**config.mk**
```make
export PLATFORM = sky130hd
export DESIGN_NAME = base64url_stream_decoder_core_flat
export DESIGN_NICKNAME = d
export VERILOG_FILES = /design/src/sv/b64d_pkg.sv /design/src/sv/b64d_in_if.sv /design/src/sv/b64d_out_if.sv /design/src/sv/b64d_res_buf.sv /design/src/sv/base64url_stream_decoder_core.sv /design/src/flat_wrapper.sv
export SDC_FILE = /design/constraint.sdc
export NUM_CORES = 1
export LEC_CHECK = 0
export ABC_AREA = 0
export CORE_ASPECT_RATIO = 1.5
export CORE_MARGIN = 2
export CORE_UTILIZATION = 58
export DETAILED_ROUTE_END_ITERATION = 8
export DONT_BUFFER_PORTS = 1
export HOLD_SLACK_MARGIN = 0.06
export PLACE_DENSITY = 0.79
export SYNTH_ARGS = -nofsm -noshare
export SYNTH_HDL_FRONTEND = slang
export SYNTH_SLANG_ARGS = --single-unit
```
**constraint.sdc**
```tcl
create_clock -name clk_i -period 4.9 [get_ports clk_i]
set_input_delay 0.735 -clock clk_i [delete_from_list [all_inputs] [get_ports clk_i]]
set_output_delay 0.735 -clock clk_i [all_outputs]
set_load 0.1 [all_outputs]
```
**src/sv/b64d_pkg.sv**
```systemverilog
// Shared types, character codes and the alphabet lookup of the base64url decoder.
// No dependencies; imported by the decoder core and its result buffer.

package b64d_pkg;

  // Final status codes
  typedef enum logic [1:0] {
    ST_OK        = 2'd0,
    ST_MALFORMED = 2'd1,
    ST_TOO_SMALL = 2'd2
  } status_e;

  // Character codes of the URL-safe alphabet
  localparam logic [7:0] CH_UP_A = 8'h41;  // 'A'
  localparam logic [7:0] CH_UP_Z = 8'h5A;  // 'Z'
  localparam logic [7:0] CH_LO_A = 8'h61;  // 'a'
  localparam logic [7:0] CH_LO_Z = 8'h7A;  // 'z'
  localparam logic [7:0] CH_DG_0 = 8'h30;  // '0'
  localparam logic [7:0] CH_DG_9 = 8'h39;  // '9'
  localparam logic [7:0] CH_DASH = 8'h2D;  // '-'
  localparam logic [7:0] CH_USCR = 8'h5F;  // '_'
  localparam logic [7:0] CH_PAD  = 8'h3D;  // '='

  // Sextet values at the start of each alphabet range
  localparam logic [5:0] VAL_LO_BASE = 6'd26;
  localparam logic [5:0] VAL_DG_BASE = 6'd52;
  localparam logic [5:0] VAL_DASH    = 6'd62;
  localparam logic [5:0] VAL_USCR    = 6'd63;

  // Byte counter saturates here
  localparam logic [16:0] COUNT_CAP = 17'd65536;

  typedef struct packed {
    logic       ok;
    logic [5:0] val;
  } map_t;

  // One result item as held in the output queue
  typedef struct packed {
    logic [7:0]  out_byte;
    logic        byte_valid;
    logic        end_of_message;
    logic [1:0]  status;
    logic [15:0] bytes_written;
  } res_t;

  // Alphabet lookup; characters outside the alphabet map to zero, ok low
  function automatic map_t map_char(logic [7:0] c);
    map_t m;
    m.ok  = 1'b1;
    m.val = '0;
    priority if (c >= CH_UP_A && c <= CH_UP_Z) begin
      m.val = 6'(c - CH_UP_A);
    end else if (c >= CH_LO_A && c <= CH_LO_Z) begin
      m.val = 6'(c - CH_LO_A) + VAL_LO_BASE;
    end else if (c >= CH_DG_0 && c <= CH_DG_9) begin
      m.val = 6'(c - CH_DG_0) + VAL_DG_BASE;
    end else if (c == CH_DASH) begin
      m.val = VAL_DASH;
    end else if (c == CH_USCR) begin
      m.val = VAL_USCR;
    end else begin
      m.ok = 1'b0;
    end
    return m;
  endfunction

endpackage

```
**src/sv/b64d_in_if.sv**
```systemverilog
// Input channel of the base64url decoder: one character and a last mark per item.
// Valid/ready handshake; no dependencies.

interface b64d_in_if;
  logic       valid;
  logic       ready;
  logic [7:0] ch;
  logic       last;

  modport source (output valid, ch, last, input ready);
  modport sink   (input valid, ch, last, output ready);
endinterface

```
**src/sv/b64d_out_if.sv**
```systemverilog
// Output channel of the base64url decoder: one decoded byte or final status per item.
// Valid/ready handshake; no dependencies.

interface b64d_out_if;
  logic        valid;
  logic        ready;
  logic [7:0]  out_byte;
  logic        byte_valid;
  logic        end_of_message;
  logic [1:0]  status;
  logic [15:0] bytes_written;

  modport source (output valid, out_byte, byte_valid, end_of_message, status,
                  bytes_written, input ready);
  modport sink   (input valid, out_byte, byte_valid, end_of_message, status,
                  bytes_written, output ready);
endinterface

```
**src/sv/b64d_res_buf.sv**
```systemverilog
// Three-entry result queue of the base64url decoder; loads a whole group of results
// at once; drains one item per cycle while out_o.ready. Uses b64d_pkg, b64d_out_if.

module b64d_res_buf (
  input  logic              clk_i,
  input  logic              rst_ni,
  input  logic              push_i,
  input  logic [1:0]        cnt_i,
  input  b64d_pkg::res_t    res_i [3],
  output logic              take_o,
  b64d_out_if.source        out_o
);
  import b64d_pkg::*;

  res_t       slot_q [3];
  res_t       slot_d [3];
  logic [1:0] cnt_q, cnt_d;
  logic       pop;

  assign pop    = (cnt_q != 2'd0) && out_o.ready;
  // A new group may load once the queue is empty after this cycle
  assign take_o = (cnt_q == 2'd0) || ((cnt_q == 2'd1) && out_o.ready);

  // Head of the queue drives the channel
  assign out_o.valid          = (cnt_q != 2'd0);
  assign out_o.out_byte       = slot_q[0].out_byte;
  assign out_o.byte_valid     = slot_q[0].byte_valid;
  assign out_o.end_of_message = slot_q[0].end_of_message;
  assign out_o.status         = slot_q[0].status;
  assign out_o.bytes_written  = slot_q[0].bytes_written;

  // Load or shift
  always_comb begin
    slot_d = slot_q;
    cnt_d  = cnt_q;
    if (push_i) begin
      slot_d = res_i;
      cnt_d  = cnt_i;
    end else if (pop) begin
      slot_d[0] = slot_q[1];
      slot_d[1] = slot_q[2];
      cnt_d     = cnt_q - 2'd1;
    end
  end

  always_ff @(posedge clk_i or negedge rst_ni) begin
    if (!rst_ni) begin
      cnt_q <= 2'd0;
    end else begin
      cnt_q <= cnt_d;
    end
  end

  // Payload needs no reset
  always_ff @(posedge clk_i) begin
    slot_q <= slot_d;
  end

endmodule

```
**src/sv/base64url_stream_decoder_core.sv**
```systemverilog
// Top level of the streaming base64url decoder (URL-safe alphabet, optional padding).
// Depends on b64d_pkg, b64d_in_if, b64d_out_if and b64d_res_buf.
//
// Usage:
//   in_i carries one character per item with a last mark on the final character of a
//   message. out_o carries decoded bytes; the final item of a message has
//   end_of_message set and gives the status (ok, malformed, too small) and, when ok,
//   the byte count. Bytes of a message are only good if its status is ok.
//   cfg_we_i/cfg_data_i write the output capacity; write it only while idle.
// Timing:
//   The first result of an accepted character is offered in the cycle after acceptance.
//   Characters that yield zero or one result item are taken every cycle while out_o is
//   ready. A character that ends a group of four yields three bytes and holds off the
//   input until the last of them is being taken; so does a final character that
//   flushes two bytes. Output throughput is one item per cycle while out_o is ready.
// Reset:
//   Clears the message state and the queue; the capacity returns to 65535.
// Stall:
//   When out_o.ready is low the queue holds its items and in_i.ready drops as soon as
//   the queue cannot be emptied in the current cycle.

module base64url_stream_decoder_core #(
  parameter int MAX_CHARS = 65536
) (
  input  logic        clk_i,
  input  logic        rst_ni,
  b64d_in_if.sink     in_i,
  b64d_out_if.source  out_o,
  input  logic        cfg_we_i,
  input  logic [15:0] cfg_data_i
);
  import b64d_pkg::*;

  localparam int UW = $clog2(MAX_CHARS + 1);

  // Message state
  logic [17:0]   acc_q, acc_d;
  logic [1:0]    pos_q, pos_d;
  logic [UW-1:0] unp_q, unp_d;
  logic          pad_seen_q, pad_seen_d;
  logic          pad_err_q, pad_err_d;
  logic          char_err_q, char_err_d;
  logic [16:0]   bcnt_q, bcnt_d;
  logic [15:0]   cap_q;

  logic          accept;
  logic          take;
  res_t          res [3];
  logic [1:0]    res_cnt;

  assign in_i.ready = take;
  assign accept     = in_i.valid && take;

  // Per-character decode: lookup, group assembly, tail flush and status
  always_comb begin
    map_t        m;
    logic        is_pad;
    logic [23:0] block;
    logic [7:0]  b [3];
    logic [1:0]  nb;
    logic [16:0] bsum;
    status_e     st;
    logic [1:0]  fin;

    m      = map_char(in_i.ch);
    is_pad = (in_i.ch == CH_PAD);
    block  = {acc_q, m.val};
    b[0]   = '0;
    b[1]   = '0;
    b[2]   = '0;
    nb     = 2'd0;
    st     = ST_OK;
    fin    = 2'd0;

    acc_d      = acc_q;
    pos_d      = pos_q;
    unp_d      = unp_q;
    pad_seen_d = pad_seen_q;
    pad_err_d  = pad_err_q;
    char_err_d = char_err_q;

    if (is_pad) begin
      pad_seen_d = 1'b1;
    end else begin
      if (pad_seen_q) pad_err_d = 1'b1;
      if (unp_q >= UW'(MAX_CHARS)) begin
        pad_err_d = 1'b1;
      end else begin
        unp_d = unp_q + UW'(1);
      end
      if (!m.ok) char_err_d = 1'b1;
      if (pos_q == 2'd3) begin
        b[0]  = block[23:16];
        b[1]  = block[15:8];
        b[2]  = block[7:0];
        nb    = 2'd3;
        acc_d = '0;
        pos_d = 2'd0;
      end else begin
        acc_d = {acc_q[11:0], m.val};
        pos_d = pos_q + 2'd1;
      end
    end

    // Tail flush on the last character
    if (in_i.last) begin
      if (pos_d == 2'd2) begin
        b[0] = acc_d[11:4];
        nb   = 2'd1;
      end else if (pos_d == 2'd3) begin
        b[0] = acc_d[17:10];
        b[1] = acc_d[9:2];
        nb   = 2'd2;
      end
    end

    // Saturating byte count
    bsum   = bcnt_q + 17'(nb);
    bcnt_d = (bsum > COUNT_CAP) ? COUNT_CAP : bsum;

    priority if (pad_err_d || pos_d == 2'd1) begin
      st = ST_MALFORMED;
    end else if (bcnt_d > {1'b0, cap_q}) begin
      st = ST_TOO_SMALL;
    end else if (char_err_d) begin
      st = ST_MALFORMED;
    end else begin
      st = ST_OK;
    end

    // Result items
    for (int k = 0; k < 3; k++) begin
      res[k].out_byte       = b[k];
      res[k].byte_valid     = (2'(k) < nb);
      res[k].end_of_message = 1'b0;
      res[k].status         = ST_OK;
      res[k].bytes_written  = '0;
    end
    res_cnt = nb;
    if (in_i.last) begin
      if (nb == 2'd0) begin
        res_cnt = 2'd1;
      end
      fin = res_cnt - 2'd1;
      res[fin].end_of_message = 1'b1;
      res[fin].status         = st;
      res[fin].bytes_written  = (st == ST_OK) ? bcnt_d[15:0] : 16'd0;
    end
  end

  // Message state; cleared after the final character
  always_ff @(posedge clk_i or negedge rst_ni) begin
    if (!rst_ni) begin
      acc_q      <= '0;
      pos_q      <= '0;
      unp_q      <= '0;
      pad_seen_q <= 1'b0;
      pad_err_q  <= 1'b0;
      char_err_q <= 1'b0;
      bcnt_q     <= '0;
    end else if (accept) begin
      if (in_i.last) begin
        acc_q      <= '0;
        pos_q      <= '0;
        unp_q      <= '0;
        pad_seen_q <= 1'b0;
        pad_err_q  <= 1'b0;
        char_err_q <= 1'b0;
        bcnt_q     <= '0;
      end else begin
        acc_q      <= acc_d;
        pos_q      <= pos_d;
        unp_q      <= unp_d;
        pad_seen_q <= pad_seen_d;
        pad_err_q  <= pad_err_d;
        char_err_q <= char_err_d;
        bcnt_q     <= bcnt_d;
      end
    end
  end

  // Capacity register
  always_ff @(posedge clk_i or negedge rst_ni) begin
    if (!rst_ni) begin
      cap_q <= 16'hFFFF;
    end else if (cfg_we_i) begin
      cap_q <= cfg_data_i;
    end
  end

  b64d_res_buf u_res_buf (
    .clk_i  (clk_i),
    .rst_ni (rst_ni),
    .push_i (accept),
    .cnt_i  (res_cnt),
    .res_i  (res),
    .take_o (take),
    .out_o  (out_o)
  );

endmodule

```
**src/flat_wrapper.sv**
```systemverilog
// flat-port wrapper written by rule: the top's interface ports become plain ports
module base64url_stream_decoder_core_flat import b64d_pkg::*;
#(
  parameter int MAX_CHARS = 65536
)
  (clk_i, rst_ni, cfg_we_i, cfg_data_i, in_i_valid, in_i_ch, in_i_last, in_i_ready, out_o_valid, out_o_out_byte, out_o_byte_valid, out_o_end_of_message, out_o_status, out_o_bytes_written, out_o_ready);
  b64d_in_if in_i_i ();
  b64d_out_if out_o_i ();
  input  logic clk_i;
  input  logic rst_ni;
  input  logic cfg_we_i;
  input  logic [15:0] cfg_data_i;
  input wire logic [$bits(in_i_i.valid)-1:0] in_i_valid;
  input wire logic [$bits(in_i_i.ch)-1:0] in_i_ch;
  input wire logic [$bits(in_i_i.last)-1:0] in_i_last;
  output wire logic [$bits(in_i_i.ready)-1:0] in_i_ready;
  output wire logic [$bits(out_o_i.valid)-1:0] out_o_valid;
  output wire logic [$bits(out_o_i.out_byte)-1:0] out_o_out_byte;
  output wire logic [$bits(out_o_i.byte_valid)-1:0] out_o_byte_valid;
  output wire logic [$bits(out_o_i.end_of_message)-1:0] out_o_end_of_message;
  output wire logic [$bits(out_o_i.status)-1:0] out_o_status;
  output wire logic [$bits(out_o_i.bytes_written)-1:0] out_o_bytes_written;
  input wire logic [$bits(out_o_i.ready)-1:0] out_o_ready;
  assign in_i_i.valid = in_i_valid;
  assign in_i_i.ch = in_i_ch;
  assign in_i_i.last = in_i_last;
  assign in_i_ready = in_i_i.ready;
  assign out_o_valid = out_o_i.valid;
  assign out_o_out_byte = out_o_i.out_byte;
  assign out_o_byte_valid = out_o_i.byte_valid;
  assign out_o_end_of_message = out_o_i.end_of_message;
  assign out_o_status = out_o_i.status;
  assign out_o_bytes_written = out_o_i.bytes_written;
  assign out_o_i.ready = out_o_ready;
  base64url_stream_decoder_core #(.MAX_CHARS(MAX_CHARS)) u_core (.clk_i(clk_i), .rst_ni(rst_ni), .in_i(in_i_i), .out_o(out_o_i), .cfg_we_i(cfg_we_i), .cfg_data_i(cfg_data_i));
endmodule
```
==> results_dict.tcl <==
set metrics [dict create \
    status "complete, no violations" \
    die_w_um 105.2 \
    synth-async-reset-ratio 0.4717 \
    ant_nets 0 \
    rsz0062_at_grt "yes" \
    power.density_nw_per_um2 524.7 \
    p_leak_nw 4.206 \
    crit_chain "or3b_1, o21ai_2, mux2_4, nor2_4, nand2b_4, ha_4, fa_2, and4_4, and4_4, xor2_4, buf_12, buf_4, nor2_1, ha_1, nand4_1, nor2_1, o31a_1, o221ai_4, or4b_4, buf_4, o21ai_2" \
    syn_to_final_growth_pct 14.36 \
    clk_latency_ps 430 \
    critPathLaunchType "input port" \
    dp_hpwl_um 14600 \
    syn_avg_cell_area_um2 9.701 \
    power.total_mw 5.349 \
    start_util 0.5915 \
    crit_required_ps 5180 \
    drive_gt1_frac 0.1865 \
    numCtsBuffers 17 \
    rrSetupSlack_ps 130 \
    grt_overflow 0 \
    clock-root-buffer "clkbuf_16" \
    seq_area_frac_synth 0.4957 \
    wl_per_cell_um 19.29 \
    finalCritPeriodShare 0.9860 \
    finalSetupTns_ps 0 \
    multi_input_area_um2 4110 \
    clock_tree.buffer_depth 2 \
    n_antenna_cell 0 \
    cts_tree "done" \
    design_area_um2 10190 \
    place_congestion 0.8793 \
    dp_cells 1102 \
    synth_cells 919 \
    gr-usage-all-layers 0.2745 \
    max_stage_delay_ps 570 \
    grt_max_degree 60 \
    hold_viol 0 \
    setup_viol 0 \
    nets 998 \
    remaining_drc_errors 0 \
    endpoint_kind "flip-flop" \
    h-tree-depth 4 \
    yosys_warnings 0 \
    dieHeight_um 155.8 \
    via_per_inst 6.221 \
    layout.cells.non_filler 1148 \
    vias 7142 \
    seqCellArea_um2 4419 \
    max_freq_mhz 207.0 \
    worstPathMaxFanout 7 \
    grt_pass1_vias 7126 \
    die_area_um2 16400 \
    drt_iter0_drc 606 \
    synth_fp_nets 981 \
    ir_worst_vdd_uv 325.0 \
    ios 60 \
    rows 55 \
    coreArea_um2 15070 \
    ys.flop_type "edfxtp_1" \
    clkSlewWorstSetupHoldPaths_ps 70 \
    wl_um 22140 \
    crit_type "in2reg" \
    synth_edf_count 84 \
    layout_min_cycle_time_ps 4831 \
    synthDistinctLibCells 75 \
    max-slew-margin-rel 0.3816 \
    grt_pass1_wl_um 35320 \
    hold_path.class "in2async" \
    cpMaxStageDelayCell "or4b_4" \
    maxCapViolCount 0 \
    dr.pass1.iters 5 \
    fillers 1106 \
    port_buffers 0 \
    ys_ff_latch 159 \
    syn_area_um2 8915 \
    worstMarginPinSlew_ps 929.6 \
    slew_violations 0 \
    cp.arrival_ps 5110 \
    antenna_found_initial 0 \
    utilization 0.6765 \
    skew_ps 12.14 \
    cts_sinks 159 \
    place_area_um2 9378 \
]
==> cells in the final DEF, fill, tap and decap left out, drive strengths merged, types with 8 or more instances in the layout <==
cell,netlist,routed
o31ai,9,9
o22ai,8,8
inv,41,47
and4,8,8
a21o,9,9
buf,42,76
a22oi,17,17
nor3,13,13
nand2,136,136
a21oi,39,39
edfxtp,84,84
o21ai,93,93
xor2,15,15
and3,16,16
nand4,10,10
dfstp,16,16
or3,8,8
clkbuf,37,17
dfrtp,59,59
nor2,80,80
xnor2,13,13
ha,31,31
nor4,8,8
nand3,33,33
==> cell usage after synthesis (all sizes together), types with 15 or more instances <==
| cell type | instances | area [µm²] |
|---|---|---|
| a21oi | 39 | 195.2 |
| nor2 | 80 | 300.3 |
| a22oi | 17 | 127.6 |
| nand3 | 33 | 170.2 |
| ha | 31 | 387.9 |
| o21ai | 93 | 503.0 |
| and3 | 16 | 100.1 |
| nand2 | 136 | 518.0 |
| xor2 | 15 | 131.4 |
| clkbuf | 37 | 140.1 |
| edfxtp | 84 | 2522 |
| buf | 42 | 286.5 |
| dfstp | 16 | 420.4 |
| dfrtp | 59 | 1476 |
| inv | 41 | 153.9 |
==> sequential cells by signal, indices dropped and copies added, names as in the netlist <==
| signal | count |
|---|---|
| u_core.pad_err_q | 1 |
| u_core.u_res_buf.out_o.end_of_message | 1 |
| u_core.u_res_buf.out_o.bytes_written | 16 |
| u_core.pad_seen_q | 1 |
| u_core.u_res_buf.out_o.byte_valid | 1 |
| u_core.u_res_buf.slot_q | 56 |
| u_core.unp_q | 17 |
| u_core.u_res_buf.out_o.out_byte | 8 |
| u_core.bcnt_q | 17 |
| u_core.u_res_buf.out_o.status | 2 |
| u_core.acc_q | 18 |
| u_core.u_res_buf.cnt_q | 2 |
| u_core.cap_q | 16 |
| u_core.pos_q | 2 |
| u_core.char_err_q | 1 |
==> final cells by class <==
cell class | instances | area share
Sequential cell | 159 | 0.4335
Multi-Input combinational cell | 641 | 0.4032
Timing Repair Buffer | 76 | 0.06271
Clock buffer | 17 | 0.04173
Tap cell | 199 | 0.02442
Clock inverter | 15 | 0.01939
Inverter | 41 | 0.01510
==> final timing paths <==
check / start / to / depth (start not counted)
max: in_i_ch[6] / u_core.u_res_buf.slot_q[36]$_DFFE_PP_ / 21
min: rst_ni / u_core.cap_q[15]$_DFFE_PN1P_ / 0
max reg2reg: u_core.pos_q[0]$_DFFE_PN0P_ / u_core.u_res_buf.slot_q[36]$_DFFE_PP_ / 21
min reg2reg: u_core.cap_q[6]$_DFFE_PN1P_ / u_core.cap_q[6]$_DFFE_PN1P_ / 2
max in group asynchronous: rst_ni / u_core.unp_q[13]$_DFFE_PN0P_ / 1
min in group clk_i: cfg_we_i / u_core.cap_q[10]$_DFFE_PN1P_ / 1
==> power by group <==
part	leakage, nW	switching (mW)	internal, mW	total [mW]
Sequential	1.81	0.825	1.82	2.64
Combinational	2.09	0.849	0.452	1.30
Clock	0.300	0.585	0.820	1.40
==> cells by family after synthesis <==
family,Yosys count,share of synthesized area
buffers and inverters,120,0.06512
adder cells (fa/ha/maj),32,0.04575
AND/OR/NAND/NOR,336,0.1792
multiplexers,12,0.01432
AO/OA/AOI/OAI,232,0.1724
flip-flops,159,0.4957
XOR/XNOR,28,0.02751
==> worst max-delay path: cells and delay by family <==
kind | cells | cell delay (ps)
buf+inv | 3 | 440
xor+xnor | 1 | 300
fa+ha+maj | 3 | 860
simple gates | 9 | 1720
mux | 1 | 180
compound gates | 4 | 870
==> routing by layer <==
layer	wire, µm	vias up	share of wire	global-route usage
met5	0	-	0	0
met4	962	0	0.043	0.1498
met3	1242	80	0.056	0.05472
met2	11830	293	0.53	0.4974
met1	8108	3450	0.37	0.2981
li1	-	3319	-	-
==> timing repair <==
item | CTS | global route
pin swaps | 0 | 9
endpoints found under the setup margin | 6 | 26
endpoints found under the hold margin | 59 | 0
cloned | 0 | 1
gates resized for setup | 3 | 10
setup buffers | 0 | 12
hold buffers | 1 | 0
==> through the flow <==
step	setup WS, ps	hold slack (ps)
finish	68.56	146.6
detailed placement	-446.5	441.4
CTS	36.96	123.6
floorplan	-471.3	439.4
global placement	-338.8	442.1
global route	-37.82	126.5
(Power assumes the default switching activity.)
